`src/design/sfd_pkg.sv`:
```
`timescale 1ns / 1ps
package sfd_pkg;

   // receive buffer geometry
   localparam int BUF_BYTES = 64;
   localparam int ADDR_W    = $clog2(BUF_BYTES);
   localparam int CNT_W     = ADDR_W + 1;

   // frame layout
   localparam logic [7:0] SYNC_HI   = 8'hAA;
   localparam logic [7:0] SYNC_LO   = 8'h55;
   localparam int         HDR_BYTES = 6;
   localparam int         OVERHEAD  = 7;

   // input opcodes
   localparam logic OP_PUSH  = 1'b0;
   localparam logic OP_CLEAR = 1'b1;

   // queue depth (both sides)
   localparam int QDEPTH = 4;
   localparam int QPTR_W = $clog2(QDEPTH);

   typedef struct packed {
      logic       opcode;
      logic [7:0] rx_byte;
   } req_type;

   typedef struct packed {
      logic [15:0] msg_tag;
      logic [7:0]  frame_code;
      logic [7:0]  body_len;
      logic        has_byte;
      logic [7:0]  byte_index;
      logic [7:0]  payload_byte;
      logic        frame_end;
      logic        run_end;
   } rsp_type;

   typedef enum logic [3:0] {
      ST_IDLE,
      ST_CHECK,
      ST_SCAN_RD,
      ST_SCAN_DT,
      ST_LEN_RD,
      ST_LEN_DT,
      ST_SUM_RD,
      ST_SUM_DT,
      ST_EMIT_RD,
      ST_EMIT_DT,
      ST_FINISH
   } eng_state_type;

endpackage

```
`src/design/sfd_req_queue.sv`:
```
`timescale 1ns / 1ps
// Front part: takes input transfers and holds them for the engine.
module sfd_req_queue (
   input  logic            clock,
   input  logic            reset,
   input  logic            push,
   input  sfd_pkg::req_type push_data,
   output logic            full,
   input  logic            pop,
   output logic            valid,
   output sfd_pkg::req_type pop_data
);
   import sfd_pkg::*;

   req_type            mem_ff [QDEPTH];
   logic [QPTR_W-1:0]  wptr_ff, wptr_in, rptr_ff, rptr_in;
   logic [QPTR_W:0]    cnt_ff, cnt_in;
   logic               do_wr, do_rd;

   assign full     = (cnt_ff == (QPTR_W+1)'(QDEPTH));
   assign valid    = (cnt_ff != '0);
   assign pop_data = mem_ff[rptr_ff];
   assign do_wr    = push && !full;
   assign do_rd    = pop && valid;

   // pointer and count update
   always_comb begin
      wptr_in = do_wr ? wptr_ff + 1'b1 : wptr_ff;
      rptr_in = do_rd ? rptr_ff + 1'b1 : rptr_ff;
      cnt_in  = cnt_ff + (QPTR_W+1)'(do_wr) - (QPTR_W+1)'(do_rd);
   end

   always_ff @(posedge clock) begin
      if (reset) begin
         wptr_ff <= '0;
         rptr_ff <= '0;
         cnt_ff  <= '0;
      end else begin
         wptr_ff <= wptr_in;
         rptr_ff <= rptr_in;
         cnt_ff  <= cnt_in;
      end
   end

   always_ff @(posedge clock) begin
      if (do_wr) begin
         mem_ff[wptr_ff] <= push_data;
      end
   end
endmodule

```
`src/design/sfd_rsp_queue.sv`:
```
`timescale 1ns / 1ps
// Result queue: parts the engine from the result consumer.
module sfd_rsp_queue (
   input  logic            clock,
   input  logic            reset,
   input  logic            push,
   input  sfd_pkg::rsp_type push_data,
   output logic            full,
   input  logic            pop,
   output logic            empty,
   output sfd_pkg::rsp_type pop_data
);
   import sfd_pkg::*;

   rsp_type            mem_ff [QDEPTH];
   logic [QPTR_W-1:0]  wptr_ff, wptr_in, rptr_ff, rptr_in;
   logic [QPTR_W:0]    cnt_ff, cnt_in;
   logic               do_wr, do_rd;

   assign full     = (cnt_ff == (QPTR_W+1)'(QDEPTH));
   assign empty    = (cnt_ff == '0);
   assign pop_data = mem_ff[rptr_ff];
   assign do_wr    = push && !full;
   assign do_rd    = pop && !empty;

   // pointer and count update
   always_comb begin
      wptr_in = do_wr ? wptr_ff + 1'b1 : wptr_ff;
      rptr_in = do_rd ? rptr_ff + 1'b1 : rptr_ff;
      cnt_in  = cnt_ff + (QPTR_W+1)'(do_wr) - (QPTR_W+1)'(do_rd);
   end

   always_ff @(posedge clock) begin
      if (reset) begin
         wptr_ff <= '0;
         rptr_ff <= '0;
         cnt_ff  <= '0;
      end else begin
         wptr_ff <= wptr_in;
         rptr_ff <= rptr_in;
         cnt_ff  <= cnt_in;
      end
   end

   always_ff @(posedge clock) begin
      if (do_wr) begin
         mem_ff[wptr_ff] <= push_data;
      end
   end
endmodule

```
`src/design/sfd_engine.sv`:
```
`timescale 1ns / 1ps
// Back part: circular receive buffer, sync search, checksum and payload walk.
module sfd_engine (
   input  logic            clock,
   input  logic            reset,
   input  logic            req_valid,
   input  sfd_pkg::req_type req_data,
   output logic            req_pop,
   input  logic            rsp_full,
   output logic            rsp_push,
   output sfd_pkg::rsp_type rsp_data
);
   import sfd_pkg::*;

   eng_state_type     state_ff, state_in;
   logic [ADDR_W-1:0] head_ff, head_in;
   logic [CNT_W-1:0]  fill_ff, fill_in;
   logic [CNT_W-1:0]  idx_ff, idx_in;
   logic              prev_aa_ff, prev_aa_in;
   logic [7:0]        len_ff, len_in;
   logic [7:0]        sum_ff, sum_in;
   logic [15:0]       mid_ff, mid_in;
   logic [7:0]        sc_ff, sc_in;
   rsp_type           pend_ff, pend_in;
   logic              pend_vld_ff, pend_vld_in;

   logic [7:0]        mem_ff [BUF_BYTES];
   logic [7:0]        rd_data_ff;
   logic [ADDR_W-1:0] rd_addr, wr_addr;
   logic              wr_en;

   logic              emit;
   rsp_type           emit_data;
   logic              can_emit;
   logic              match;
   logic [CNT_W-1:0]  pos;
   logic [8:0]        total_new;
   logic [8:0]        total_cur;
   logic [7:0]        bidx;

   assign rd_addr   = head_ff + idx_ff[ADDR_W-1:0];
   assign wr_addr   = head_ff + fill_ff[ADDR_W-1:0];
   assign can_emit  = !pend_vld_ff || !rsp_full;
   assign match     = prev_aa_ff && (rd_data_ff == SYNC_LO);
   assign pos       = idx_ff - 1'b1;
   assign total_new = {1'b0, rd_data_ff} + 9'(OVERHEAD);
   assign total_cur = {1'b0, len_ff} + 9'(OVERHEAD);
   assign bidx      = 8'(idx_ff) - 8'(HDR_BYTES);

   // buffer memory with registered read
   always_ff @(posedge clock) begin
      if (wr_en) begin
         mem_ff[wr_addr] <= req_data.rx_byte;
      end
      rd_data_ff <= mem_ff[rd_addr];
   end

   // next state
   always_comb begin
      state_in = state_ff;
      case (state_ff)
         ST_IDLE: begin
            if (req_valid) begin
               state_in = (req_data.opcode == OP_CLEAR) ? ST_IDLE : ST_CHECK;
            end
         end
         ST_CHECK:   state_in = (fill_ff < CNT_W'(HDR_BYTES)) ? ST_FINISH : ST_SCAN_RD;
         ST_SCAN_RD: state_in = ST_SCAN_DT;
         ST_SCAN_DT: begin
            if (match) begin
               state_in = ((fill_ff - pos) < CNT_W'(HDR_BYTES)) ? ST_FINISH : ST_LEN_RD;
            end else if (idx_ff + 1'b1 == fill_ff) begin
               state_in = ST_FINISH;
            end else begin
               state_in = ST_SCAN_RD;
            end
         end
         ST_LEN_RD: state_in = ST_LEN_DT;
         ST_LEN_DT: begin
            if (total_new > 9'(BUF_BYTES)) begin
               state_in = ST_CHECK;
            end else if ({2'b0, fill_ff} < total_new) begin
               state_in = ST_FINISH;
            end else begin
               state_in = ST_SUM_RD;
            end
         end
         ST_SUM_RD: state_in = ST_SUM_DT;
         ST_SUM_DT: begin
            if ({2'b0, idx_ff} == total_cur - 9'd1) begin
               state_in = (sum_ff == rd_data_ff) ? ST_EMIT_RD : ST_CHECK;
            end else begin
               state_in = ST_SUM_RD;
            end
         end
         ST_EMIT_RD: begin
            if (len_ff == 8'd0) begin
               state_in = can_emit ? ST_CHECK : ST_EMIT_RD;
            end else begin
               state_in = ST_EMIT_DT;
            end
         end
         ST_EMIT_DT: begin
            if (can_emit) begin
               state_in = (bidx + 8'd1 == len_ff) ? ST_CHECK : ST_EMIT_RD;
            end
         end
         ST_FINISH: begin
            if (!pend_vld_ff || !rsp_full) begin
               state_in = ST_IDLE;
            end
         end
         default: state_in = ST_IDLE;
      endcase
   end

   // datapath and handshake outputs
   always_comb begin
      head_in     = head_ff;
      fill_in     = fill_ff;
      idx_in      = idx_ff;
      prev_aa_in  = prev_aa_ff;
      len_in      = len_ff;
      sum_in      = sum_ff;
      mid_in      = mid_ff;
      sc_in       = sc_ff;
      pend_in     = pend_ff;
      pend_vld_in = pend_vld_ff;
      req_pop     = 1'b0;
      wr_en       = 1'b0;
      emit        = 1'b0;
      rsp_push    = 1'b0;
      rsp_data    = pend_ff;

      emit_data            = '0;
      emit_data.msg_tag    = mid_ff;
      emit_data.frame_code = sc_ff;
      emit_data.body_len   = len_ff;

      case (state_ff)
         ST_IDLE: begin
            if (req_valid) begin
               req_pop = 1'b1;
               if (req_data.opcode == OP_CLEAR) begin
                  fill_in = '0;
               end else if (fill_ff < CNT_W'(BUF_BYTES)) begin
                  wr_en   = 1'b1;
                  fill_in = fill_ff + 1'b1;
               end
            end
         end
         ST_CHECK: begin
            idx_in     = '0;
            prev_aa_in = 1'b0;
         end
         ST_SCAN_DT: begin
            if (match) begin
               // drop bytes before the sync word
               head_in = head_ff + pos[ADDR_W-1:0];
               fill_in = fill_ff - pos;
               idx_in  = CNT_W'(HDR_BYTES - 1);
            end else if (idx_ff + 1'b1 == fill_ff) begin
               // no sync word: keep only the newest byte
               head_in = head_ff + fill_ff[ADDR_W-1:0] - 1'b1;
               fill_in = CNT_W'(1);
            end else begin
               prev_aa_in = (rd_data_ff == SYNC_HI);
               idx_in     = idx_ff + 1'b1;
            end
         end
         ST_LEN_DT: begin
            len_in = rd_data_ff;
            idx_in = '0;
            sum_in = '0;
            if (total_new > 9'(BUF_BYTES)) begin
               head_in = head_ff + 1'b1;
               fill_in = fill_ff - 1'b1;
            end
         end
         ST_SUM_DT: begin
            if ({2'b0, idx_ff} == total_cur - 9'd1) begin
               idx_in = CNT_W'(HDR_BYTES);
               if (sum_ff != rd_data_ff) begin
                  head_in = head_ff + 1'b1;
                  fill_in = fill_ff - 1'b1;
               end
            end else begin
               sum_in = sum_ff + rd_data_ff;
               idx_in = idx_ff + 1'b1;
               if (idx_ff == CNT_W'(2)) mid_in[15:8] = rd_data_ff;
               if (idx_ff == CNT_W'(3)) mid_in[7:0]  = rd_data_ff;
               if (idx_ff == CNT_W'(4)) sc_in        = rd_data_ff;
            end
         end
         ST_EMIT_RD: begin
            if (len_ff == 8'd0) begin
               emit                = 1'b1;
               emit_data.frame_end = 1'b1;
            end
         end
         ST_EMIT_DT: begin
            emit                   = 1'b1;
            emit_data.has_byte     = 1'b1;
            emit_data.byte_index   = bidx;
            emit_data.payload_byte = rd_data_ff;
            emit_data.frame_end    = (bidx + 8'd1 == len_ff);
            if (can_emit) begin
               idx_in = idx_ff + 1'b1;
            end
         end
         ST_FINISH: begin
            // last result of the item leaves with run_end set
            if (pend_vld_ff && !rsp_full) begin
               rsp_push         = 1'b1;
               rsp_data.run_end = 1'b1;
               pend_vld_in      = 1'b0;
            end
         end
         default: begin
         end
      endcase

      // hold each result one step so run_end can be set on the last one
      if (emit && can_emit) begin
         rsp_push    = pend_vld_ff;
         pend_in     = emit_data;
         pend_vld_in = 1'b1;
         if (emit_data.frame_end) begin
            head_in = head_ff + total_cur[ADDR_W-1:0];
            fill_in = fill_ff - total_cur[CNT_W-1:0];
         end
      end
   end

   always_ff @(posedge clock) begin
      if (reset) begin
         state_ff    <= ST_IDLE;
         head_ff     <= '0;
         fill_ff     <= '0;
         pend_vld_ff <= 1'b0;
      end else begin
         state_ff    <= state_in;
         head_ff     <= head_in;
         fill_ff     <= fill_in;
         pend_vld_ff <= pend_vld_in;
      end
   end

   always_ff @(posedge clock) begin
      idx_ff     <= idx_in;
      prev_aa_ff <= prev_aa_in;
      len_ff     <= len_in;
      sum_ff     <= sum_in;
      mid_ff     <= mid_in;
      sc_ff      <= sc_in;
      pend_ff    <= pend_in;
   end
endmodule

```
`src/design/sync_frame_stream_deframer_core.sv`:
```
`timescale 1ns / 1ps
// Channel   Ports                                   Accepted when
// input     req_push, req_full, req_opcode/rx_byte  req_push && !req_full
// result    rsp_pop, rsp_empty, rsp_* fields        rsp_pop && !rsp_empty
//
// A push pops the item, stores its byte if there is room and then checks the buffer;
// the engine scans for the sync word byte by byte, and per candidate frame reads
// the length, sums the frame bytes and checks again on a retry; a good frame then
// emits each payload byte, or one result for an empty payload, before the finish
// step. All reads use the single read port of the 64-byte circular buffer.
// Reset empties both queues and the buffer count; buffer bytes are not cleared.
// A full result queue stalls the engine; the input queue takes items until full.
module sync_frame_stream_deframer_core (
   input  logic        clock,
   input  logic        reset,
   input  logic        req_push,
   output logic        req_full,
   input  logic        req_opcode,
   input  logic [7:0]  req_rx_byte,
   input  logic        rsp_pop,
   output logic        rsp_empty,
   output logic [15:0] rsp_msg_tag,
   output logic [7:0]  rsp_frame_code,
   output logic [7:0]  rsp_body_len,
   output logic        rsp_has_byte,
   output logic [7:0]  rsp_byte_index,
   output logic [7:0]  rsp_payload_byte,
   output logic        rsp_frame_end,
   output logic        rsp_run_end
);
   import sfd_pkg::*;

   req_type in_item, eng_item;
   rsp_type eng_rsp, out_rsp;
   logic    eng_valid, eng_pop, eng_push, rq_full;

   assign in_item.opcode  = req_opcode;
   assign in_item.rx_byte = req_rx_byte;

   sfd_req_queue u_front (
      .clock     (clock),
      .reset     (reset),
      .push      (req_push),
      .push_data (in_item),
      .full      (req_full),
      .pop       (eng_pop),
      .valid     (eng_valid),
      .pop_data  (eng_item)
   );

   sfd_engine u_engine (
      .clock     (clock),
      .reset     (reset),
      .req_valid (eng_valid),
      .req_data  (eng_item),
      .req_pop   (eng_pop),
      .rsp_full  (rq_full),
      .rsp_push  (eng_push),
      .rsp_data  (eng_rsp)
   );

   sfd_rsp_queue u_back (
      .clock     (clock),
      .reset     (reset),
      .push      (eng_push),
      .push_data (eng_rsp),
      .full      (rq_full),
      .pop       (rsp_pop),
      .empty     (rsp_empty),
      .pop_data  (out_rsp)
   );

   assign rsp_msg_tag      = out_rsp.msg_tag;
   assign rsp_frame_code   = out_rsp.frame_code;
   assign rsp_body_len     = out_rsp.body_len;
   assign rsp_has_byte     = out_rsp.has_byte;
   assign rsp_byte_index   = out_rsp.byte_index;
   assign rsp_payload_byte = out_rsp.payload_byte;
   assign rsp_frame_end    = out_rsp.frame_end;
   assign rsp_run_end      = out_rsp.run_end;
endmodule

```
`config.mk`:
```
export PLATFORM = sky130hd
export DESIGN_NAME = sync_frame_stream_deframer_core
export DESIGN_NICKNAME = d
export VERILOG_FILES = /design/src/design/sfd_pkg.sv /design/src/design/sfd_req_queue.sv /design/src/design/sfd_rsp_queue.sv /design/src/design/sfd_engine.sv /design/src/design/sync_frame_stream_deframer_core.sv
export SDC_FILE = /design/constraint.sdc
export NUM_CORES = 1
export LEC_CHECK = 0
export CAP_MARGIN = 20
export CORE_UTILIZATION = 43
export DETAILED_ROUTE_END_ITERATION = 6
export DONT_BUFFER_PORTS = 1
export GPL_TIMING_DRIVEN = 0
export PLACE_DENSITY_LB_ADDON = 0.08
export SYNTH_ARGS = -nofsm -noshare
export SYNTH_HDL_FRONTEND = slang
export SYNTH_SLANG_ARGS = --single-unit
```
`constraint.sdc`:
```
create_clock -name clock -period 10.7 [get_ports clock]
set_input_delay 2.14 -clock clock [delete_from_list [all_inputs] [get_ports clock]]
set_output_delay 2.14 -clock clock [all_outputs]
set_load 0.05 [all_outputs]
```
==> results.md <==
* Crit path time final at 5.060 ns
* Largest family of logic cells by synthesized area: multiplexers
* Vias per Instance at between 5 and 6
* Post-CTS setup buffer count at 0
* Cell leakage power at 13.71 nW
* Worst Tran Pin Value at 1.029 ns
* Pwr dens at 240.5 mW/mm^2
* IO Port Bufs at 0
* Clock insertion delay at the later pin of the skew report at 0.67 ns
* Max Clk Rate at 0.1976 GHz
* Number of nets with antenna violations after routing at 0
* Tcrit/Tclk final at 47.29%
* Sum Neg Setup Slack at 0 ns
* Compound-Gate Fraction of Synth Area at 4.016%
* Critical Path AT at 2.92 ns
* Seq/Total Area, Yosys at 69.99%
* Die Wd at 298.2 um
* Slew Viols, Final at 0
* Fillers at 7212
* HP Start: u_engine.sc_ff[5]
* Max Fanout on Critical Path at 10
* Gpl congestion at 0.8827
* Clock-pin transition on the worst setup and hold timing paths at 0.06 ns
* Syn Area/Cell at 18.01 sq um
* DRC Markers at 0
* # IOs at 66
* Inserted Clock Buffers at between 90 and 100
* Placed Area at around 0.039 sq mm
* Startpoint types: register
* Avg WL per Cell at 25.62 um
* Starting density of the core at 43.42%
* Final #Nets at around 2300
* Area share of and/or/nand/nor cells after synthesis at 5.399%
* Setup WS post-layout at 5.640 ns
* Layout cells sized above 1 at 19.27%
* Largest net degree at the start of global routing at 65
* RSZ-0062 raised after global routing: no
* Pre-CTS WS at 5.753 ns
* Hold_buf cts at 0
* Initial antenna violation count at 1
* Hold Path End: u_engine.rsp_data[32]
* Ys flop type: edfxtp_1
* Final hold vios at 0
* Multi-input logic area at 0.01070 sq mm
* Worst IR Drop VDD at approximately 140 uV
* Outcome: completed
* Gate Count Post-Synth at between 2000 and 2500
* Mux cell area share after synthesis at 13.51%
* Synth warnings at 0
* # rows at 108
* Post-synthesis net count at 2193
* Max transition margin at 31.38%
* Critical path required time at 8.56 ns
* Final setup viols at 0
* Finished Cell Area at 0.04253 sq mm
* Total number of vias at 19329
* Worst R2R End: u_engine.rd_data_ff[2]
* Synth top area share at about two thirds
* Die H at 298.2 um
* Core Footprint at ~0.087 sq mm
* Synthesis-stage register bit count at around 900
* EDFF count, synth at 850
* Adder-Cell Fraction of Synth Area at 2.998%
* Router iterations before antenna repair at 5
* Htree depth at 3
* Antenna fix cells at 0
* Root Driver: clkbuf_16
* Post-Syn Area at 0.03773 sq mm
* Storage cell area at roughly 0.026 sq mm
* GRT Total Usage at 20.07%
* Critical path type: register to output pin
* Reg2reg setup slack at 5.76 ns
* Hold Crit Depth at 0
* Max cap viols at 0
* Top cells by area, synth: edfxtp_1 (68%), mux4_2 (13%), ha_1 (2.5%)
* DRT Wirelength at 88070 um
* Iteration-0 DRC count of the detailed router at roughly 1600
* XOR/XNOR Fraction of Synth Area at under 10%
* Synth cell types at between 80 and 90
* Die area at around 0.089 sq mm
* Hold Path Class: register to register
* CTS max path bufs at 3
* Clock Skews at 0.03368 ns
* Post-cts sizing count at 0
* CTS tree: yes
* Setup crit end kind: output pin
* Area delta synth->final at 12.72%
* Register-to-Register Path Depth at 9
* Asr flop ratio synth at 0%
* Grt ovf at 0
* First-pass GRT wire length at approximately 130000 um
* Crit Reg-Reg Startpoint: u_engine.idx_ff[0]
* Vias in the first global route at between 20000 and 25000
* Post-synth top area cell: edfxtp_1
* Sink Count at between 800 and 900
* Post-DP HPWL at just under 60000 um
## where the power goes
group          switching [mW]  internal (mW)
clock network            1.36           1.90
logic                    1.66          0.910
registers               0.148           4.24
## sequential cells by signal, summed over array words and instances, names as in the netlist, named ones only
name,count
u_back.cnt_ff,3
u_engine.state_ff,4
u_engine.pend_vld_ff,1
u_front.wptr_ff,2
u_back.wptr_ff,2
u_engine.rsp_data,50
u_front.mem_ff,36
u_engine.head_ff,6
u_engine.rd_data_ff,8
u_engine.sum_ff,8
u_engine.mem_ff,512
u_engine.fill_ff,7
u_back.mem_ff,204
u_front.cnt_ff,3
u_front.rptr_ff,2
u_engine.mid_ff,16
u_engine.prev_aa_ff,1
u_back.rptr_ff,2
u_engine.len_ff,8
u_engine.sc_ff,8
u_engine.idx_ff,7
## synth_stat cells, types with 3 or more instances
master and number:
dfxtp_1 44, nand2b_1 16, nor2b_1 27, a211oi_1 18
nand2_1 63, nor4_1 9, buf_6 3, o31a_1 3
o21a_1 7, xnor2_1 58, mux2i_1 12, o21bai_1 5
ha_1 76, a31oi_1 8, a311oi_1 4, a22o_1 3
nor3_1 29, nand4_1 5, a221oi_1 5, a22oi_1 9
o21ai_0 37, and3_1 9, or2_2 8, nand3_1 31
o221ai_1 3, clkbuf_8 3, clkbuf_1 58, a21boi_0 3
inv_1 55, nor3b_1 5, nor2_1 155, and2_1 25
a21o_1 21, o211ai_1 6, xor2_1 36, or3_1 8
mux4_2 220, edfxtp_1 850, buf_2 21, fa_1 9
buf_1 10, a21oi_1 60
## layer usage
metal  track usage (%)  wire length [um]  part of all wire, %
met5                 0                 0                    0
met3             2.808              3980                  4.5
met1             26.20             36860                   42
met2             34.57             44640                   51
met4             6.545              2595                  2.9
## kinds of logic (layout without fill, tap and decap cells)
kind of cell / Yosys count / count (layout)
xor+xnor: 97 / 97
simple gates: 413 / 413
buf+inv: 150 / 338
flops: 894 / 894
compound gates: 222 / 222
mux: 234 / 234
fa+ha+maj: 85 / 85
## cells in the final DEF (no fill, tap or decap), types with 31 or more instances in the layout
| master | Yosys | final |
|---|---|---|
| nand2_1 | 63 | 63 |
| edfxtp_1 | 850 | 850 |
| ha_1 | 76 | 76 |
| xor2_1 | 36 | 36 |
| clkbuf_16 | 0 | 97 |
| clkbuf_1 | 58 | 73 |
| inv_1 | 55 | 54 |
| dfxtp_1 | 44 | 44 |
| nor2_1 | 155 | 155 |
| nand3_1 | 31 | 31 |
| mux4_2 | 220 | 219 |
| xnor2_1 | 58 | 58 |
| o21ai_0 | 37 | 37 |
| a21oi_1 | 60 | 60 |
## worst max-delay path by stage
stage               slack, ns                     end  cells after the start                from
floorplan                6.79         rsp_body_len[0]                      3            register
global placement         5.64    u_back.mem_ff[2][11]                      6  u_engine.len_ff[4]
detailed placement       5.75  u_engine.rd_data_ff[2]                      9  u_engine.idx_ff[0]
CTS                      5.44       rsp_byte_index[0]                      3            register
global route             5.39       rsp_byte_index[0]                      3            register
finish                   5.64       rsp_byte_index[0]                      3            register
## metrics by stage
| stage | hold WS, ns | power (mW) | util [%] | cells |
|---|---|---|---|---|
| floorplan | 0.4003 | 6.179 | - | 2095 |
| global placement | 0.4034 | 6.980 | 45.08 | 3250 |
| detailed placement | 0.4045 | 7.068 | 45.31 | 3259 |
| CTS | 0.4186 | 10.35 | 48.91 | 3435 |
| global route | 0.4217 | 10.64 | 48.94 | 3438 |
| finish | 0.4167 | 10.23 | 48.94 | 3438 |
## cell type report
cell class	instances	area share, %
Inverter	55	0.4855
Multi-Input combinational cell	1051	25.16
Sequential cell	894	62.09
Timing Repair Buffer	12	0.4678
Buffer	95	1.024
Tap cell	1155	3.398
Clock buffer	114	5.905
Clock inverter	62	1.462
## worst max-delay path, stage by stage (launching register included)
cell and delay (ns):
dfxtp_1 0.31, clkbuf_1 0.42, buf_1 0.74, mux4_2 0.79
No activity file was read; power rests on OpenSTA's default activity.
